==> config.mk <==
export PLATFORM = sky130hd
export DESIGN_NAME = tre_clamp
export DESIGN_NICKNAME = d
export VERILOG_FILES = /design/src/sv/tre_pkg.sv /design/src/sv/tre_clamp.sv
export SDC_FILE = /design/constraint.sdc
export NUM_CORES = 2
export LEC_CHECK = 0
export BUFFER_PORTS_ARGS = -buffer_cell sky130_fd_sc_hd__buf_4
export CAP_MARGIN = 15
export CELL_PAD_IN_SITES_DETAIL_PLACEMENT = 1
export CELL_PAD_IN_SITES_GLOBAL_PLACEMENT = 2
export CORE_UTILIZATION = 30
export DETAILED_ROUTE_END_ITERATION = 8
export PLACE_DENSITY = 0.81
export SLEW_MARGIN = 25
export SYNTH_ARGS = -nofsm -noshare
export SYNTH_HDL_FRONTEND = slang
export SYNTH_SLANG_ARGS = --single-unit
==> constraint.sdc <==
create_clock -name clk -period 3.4 [get_ports clk]
set_clock_uncertainty 0.2 [all_clocks]
set_input_delay 0.17 -clock clk [delete_from_list [all_inputs] [get_ports clk]]
set_output_delay 0.17 -clock clk [all_outputs]
set_load 0.02 [all_outputs]
==> src/sv/tre_pkg.sv <==
package tre_pkg;

  localparam int NumRegs = 8;
  localparam int RegIdxBits = 3;

  typedef enum logic [RegIdxBits-1:0] {
    REG_EXT_X_MIN = 3'd0,
    REG_EXT_X_MAX = 3'd1,
    REG_EXT_Y_MIN = 3'd2,
    REG_EXT_Y_MAX = 3'd3,
    REG_TILE_W    = 3'd4,
    REG_TILE_H    = 3'd5,
    REG_COLUMNS   = 3'd6,
    REG_ROWS      = 3'd7
  } reg_idx_t;

endpackage

==> src/sv/tre_clamp.sv <==
// Clamp corners to the extent and form the four distances.
module tre_clamp import tre_pkg::*; #(
  parameter int W = 40
) (
  input  logic                clk,
  input  logic                en,
  input  logic signed [W-1:0] ex_lo,
  input  logic signed [W-1:0] ex_hi,
  input  logic signed [W-1:0] ey_lo,
  input  logic signed [W-1:0] ey_hi,
  input  logic signed [W-1:0] x0,
  input  logic signed [W-1:0] y0,
  input  logic signed [W-1:0] x1,
  input  logic signed [W-1:0] y1,
  output logic                empty,
  output logic [W-1:0]        dx0,
  output logic [W-1:0]        dx1,
  output logic [W-1:0]        dy1,
  output logic [W-1:0]        dy0
);

  logic signed [W-1:0] cx0, cx1, cy0, cy1;
  logic inv;

  // first stage: clamp
  always_ff @(posedge clk) begin
    if (en) begin
      inv <= (ex_lo > ex_hi) || (ey_lo > ey_hi);
      cx0 <= (x0 < ex_lo) ? ex_lo : (x0 > ex_hi) ? ex_hi : x0;
      cx1 <= (x1 < ex_lo) ? ex_lo : (x1 > ex_hi) ? ex_hi : x1;
      cy0 <= (y0 < ey_lo) ? ey_lo : (y0 > ey_hi) ? ey_hi : y0;
      cy1 <= (y1 < ey_lo) ? ey_lo : (y1 > ey_hi) ? ey_hi : y1;
    end
  end

  // second stage: emptiness and offsets (fit in W bits unsigned)
  always_ff @(posedge clk) begin
    if (en) begin
      empty <= inv || (cx0 >= cx1) || (cy0 >= cy1);
      dx0 <= W'(cx0 - ex_lo);
      dx1 <= W'(cx1 - ex_lo);
      dy1 <= W'(ey_hi - cy1);
      dy0 <= W'(ey_hi - cy0);
    end
  end

endmodule

# [After elaboration in Yosys (flattened, before gate mapping)]
# Cells that the tools add are included.
[classes] order_cmp=12 muxes=8 reduce_logical=3 n_addsub=4
[op_table] cell="40-bit 2-to-1 mux" n=8
[op_table] cell="40-bit > comparator" n=6
[op_table] cell="40-bit < comparator" n=4
[op_table] cell="40-bit subtractor" n=4
[op_table] cell="40-bit >= comparator" n=2
[op_table] cell="1-bit logical OR" n=3
[totals] in_bits=322 regBits=322 elab_cells=37

# [Longest topological paths before layout]
[depth] depth_word=3 mapped_depth=14

# [Least setup slack after synthesis]
# Ideal clock, no wire load.
[synth_path] path_kind="flip-flop to flip-flop" from="register cy0[0]" to="register dy0[36], data pin" path_stages_with_launch=12 required_time_ns=2.939 arrival_ns=2.684 setup_slack_ns=0.255 n_path_buf=0 cell_sequence="edfxtp_1 > ha_1 > fa_1 > nor2b_4 > o31ai_4 > a31oi_4 > o41ai_4 > o21ai_2 > a31oi_4 > or2_1 > a31o_2 > a311o_1"
[synth_via] elab_chain_cells=1
[synth_lines] element="from (decl)" line="tre_clamp.sv:22" source="logic signed [W-1:0] cx0, cx1, cy0, cy1;"
[synth_lines] element="from (signal assigned)" line="tre_clamp.sv:31" source="cy0 <= (y0 < ey_lo) ? ey_lo : (y0 > ey_hi) ? ey_hi : y0;"
[synth_lines] element="40-bit subtractor" line="tre_clamp.sv:43" source="dy0 <= W'(ey_hi - cy0);"
[synth_lines] element="to (signal assigned)" line="tre_clamp.sv:43"
[synth_lines] element="to (decl)" line="tre_clamp.sv:19" source="output logic [W-1:0] dy0"
# No other way between the ends.
# A chain may end at the register's enable or synchronous reset.

# [Worst setup path after layout]
[layout_path] from="register cx1[0]" to="register dx1[38], data pin"
[layout_via] elab_chain_cells=1
[layout_lines] element="from (decl)" line="tre_clamp.sv:22"
[layout_lines] element="from (signal assigned)" line="tre_clamp.sv:30" source="cx1 <= (x1 < ex_lo) ? ex_lo : (x1 > ex_hi) ? ex_hi : x1;"
[layout_lines] element="40-bit subtractor" line="tre_clamp.sv:41" source="dx1 <= W'(cx1 - ex_lo);"
[layout_lines] element="to (signal assigned)" line="tre_clamp.sv:41"
[layout_lines] element="to (decl)" line="tre_clamp.sv:17" source="output logic [W-1:0] dx1,"
# No other way between the ends.

==> flow_metrics.tcl <==
set metrics [dict create \
    outcome "finished with violations" \
    violations "hold timing, setup timing" \
    cts.sinks 322 \
    top_level_ports 483 \
    area_delta_synth_final_pct 47.65 \
    cts_tree "built" \
    synthesis.nets 4262 \
    finalWorstSetupSlack_ps -137.1 \
    wl_per_cell_um 24.49 \
    dp.cells 5545 \
    synth_area_leaders "edfxtp_1 (30%), ha_1 (24%), mux2i_1 (8.8%)" \
    layout-drive-gt1-share 0.2651 \
    utilization 0.4470 \
    cp-end-kind "register" \
    powerDensity_nw_per_um2 461.6 \
    max-slew-margin-rel 0.4891 \
    grtUsageTotal 0.2573 \
    fin_hold_ws_ps -3.324 \
    grt_pass1_vias 34410 \
    numCtsBuffers 47 \
    maxCapViolCount 0 \
    seq_power_share 0.270 \
    drt-total-wl_um 148200 \
    ys_types 91 \
    synthesis.area_um2 32410 \
    core_area_um2 107100 \
    drc_errors 0 \
    ys_ff_latch 322 \
    grt_setup_unrepaired "yes" \
    swShare 0.3864 \
    cp_max_fo 3 \
    min_period_ps 3537 \
    finalSetupTns_ps -860.5 \
    synth-seq-area-share 0.2984 \
    clock_latency_ps 630 \
    tightest_slew_ps 747.0 \
    crit_type "reg -> reg" \
    p_int_uw 13550 \
    num_vias 32290 \
    worstHoldStart "ex_hi[1]" \
    die_h_um 330.7 \
    ant_nets 0 \
    setup_viol 19 \
    worstPathArrival_ps 3690 \
    htree_levels 2 \
    slew_viol_final 0 \
    final_cells 6050 \
    synth_top_family_by_area "adder cells" \
    synth_xor_area_frac 0.03861 \
    clkSlewWorstSetupHoldPaths_ps 60 \
    grt_pass1_wl_um 211400 \
    synth_adder_area_share 0.2465 \
    grt_antenna_before_repair 10 \
    drt_pass1_iterations 5 \
    r2r-start "cx1[0]" \
    drtIter0Drc 1571 \
    place_congestion 0.9436 \
    startpoint_type "register" \
    combPwrFrac 0.492 \
    synth_ff_type "edfxtp_1" \
    synth.area.mux_share 0.08872 \
    syn_inst 3304 \
    synth_compound_area_frac 0.1742 \
    overflow 0 \
    clk_path_buf_depth 3 \
    fp.dieW_um 330.7 \
    layout.nets 5566 \
    p_leak_uw 0.02278 \
    synth_edf_count 322 \
    die-area_um2 109300 \
    root_buffer "clkbuf_16" \
    io_buffers 482 \
    yosysWarnings 0 \
    initial_utilization 0.3027 \
    cp.required_ps 3550 \
    synth_top_area_share 0.2984 \
    hp-class "in -> reg" \
    nFillCells 11960 \
    max_freq_ghz 0.2827 \
    postSynthAreaPerCell_um2 9.809 \
    grt_max_degree 78 \
    hpwl_um 115100 \
    synth-simple-area-share 0.1067 \
    rows 120 \
    critical_path.startpoint "cx1[0]" \
    finalHoldViolCount 2 \
    viasPerCell 5.337 \
    post-route-period-util 1.040 \
    p_switching_uw 8535 \
    async_flop_share 0 \
    vdd_drop_max_mv 0.3624 \
    clkPwrFrac 0.238 \
    synth_top_area_cell "edfxtp_1" \
]
[path summary, 6_finish.rpt]
path / cells past startpoint / slack [ps] / end
worst max-delay path: 13 / -140 / dx1[38]
worst min-delay path: 3 / -3 / cx1[1]
worst max register to register: 13 / -140 / dx1[38]
worst min register to register: 3 / 510 / empty
[worst max-delay path, stage by stage (launching register included)]
cell	delay [ps]
edfxtp_1	390
inv_2	70
ha_4	160
fa_2	360
nor2b_2	130
o31a_1	230
o21ai_4	110
o31ai_4	320
a31oi_4	200
or3b_4	440
a21oi_4	160
o41a_1	220
a41o_1	190
a22oi_1	60
[through the flow]
stage | hold slack [ps] | area (µm²) | power (µW) | worst slack [ps]
floorplan | 82.50 | 32410 | 11130 | 255.0
finish | -3.324 | 47850 | 22090 | -137.1
detailed placement | 295.4 | 41000 | 15610 | -462.2
CTS | 32.30 | 46380 | 21500 | -160.9
global placement | 282.5 | 41000 | 15430 | -486.7
global route | 14.34 | 47850 | 23160 | -247.0
[sequential cells by signal, summed over array words and instances (netlist names)]
signal	cells
empty	1
dx0	40
cy1	40
cx1	40
inv	1
cx0	40
dy1	40
dy0	40
cy0	40
dx1	40
[synthesized netlist by cell type, types with 8 or more instances]
cell type / number
clkbuf_1: 22
o21ai_1: 66
o21bai_1: 17
nand2b_1: 31
nor2b_1: 63
or3_1: 11
o211ai_1: 21
edfxtp_1: 322
a211oi_1: 20
nand2_1: 145
o31ai_1: 10
and3_1: 22
mux2i_1: 285
a21o_1: 179
nor3_1: 34
o21ai_0: 121
inv_1: 324
xor2_1: 42
nor4_1: 20
ha_1: 632
nand3_1: 42
nor2_1: 131
nand4_1: 120
and4_1: 8
buf_4: 13
a21oi_1: 269
and2_1: 9
o22ai_1: 8
a31oi_1: 20
buf_2: 25
a2111oi_0: 11
o21a_1: 32
xnor2_1: 99
[power by group through the flow]
stage / clock (µW) / sequential [µW] / combinational [µW]
3_5_place_dp: 0 / 6020 / 9590
3_3_place_gp: 0 / 6020 / 9410
4_1_cts: 5370 / 5970 / 10200
2_1_floorplan: 0 / 6400 / 4730
6_report: 5260 / 5970 / 10900
5_1_grt: 5470 / 6030 / 11700
[layout make-up]
type	instances	area (µm²)	area share
multi-input cells	2598	22250	0.4650
repair buffers	1315	11380	0.2377
flip-flops and latches	322	9669	0.2021
well taps	1403	1755	0.03669
clock buffers	55	1249	0.02610
inverters	324	1227	0.02565
clock inverters	29	314.1	0.006563
diodes	4	10.01	0.0002092
[per-layer routing]
metal	global-route usage	routed length (µm)
met5	0	34
met4	0.1148	7606
met3	0.03318	7159
met2	0.4572	73530
met1	0.3077	59840
[timing repair]
| item | in CTS | in global routing |
|---|---|---|
| cloned | 0 | 8 |
| resized for setup | 50 | 181 |
| endpoints found under the setup margin | 41 | 165 |
| buffers inserted | 15 | 59 |
| pin swaps | 28 | 100 |
| hold buffers | 344 | 15 |
| hold endpoints to repair | 232 | 16 |
[cells in the final DEF (no fill, tap or decap), drive strengths merged, types with 31 or more instances in the layout]
cell type / Yosys / final
nand2: 145 / 145
edfxtp: 322 / 322
a21oi: 273 / 273
nand2b: 31 / 31
nor2b: 64 / 64
clkbuf: 22 / 63
o21a: 32 / 32
nand4: 120 / 120
nand3: 44 / 44
o21ai: 192 / 192
a21o: 179 / 179
buf: 38 / 963
nor3: 35 / 35
dlygate4sd3: 0 / 340
ha: 632 / 632
mux2i: 285 / 285
inv: 324 / 324
xnor2: 100 / 100
xor2: 42 / 42
nor2: 132 / 132
[cell families after synthesis]
family / Yosys count
AO/OA/AOI/OAI: 866
XOR/XNOR: 142
adder cells (fa/ha/maj): 636
buffers and inverters: 384
flip-flops: 322
multiplexers: 287
AND/OR/NAND/NOR: 667
Power figures use the tool's default switching activity.
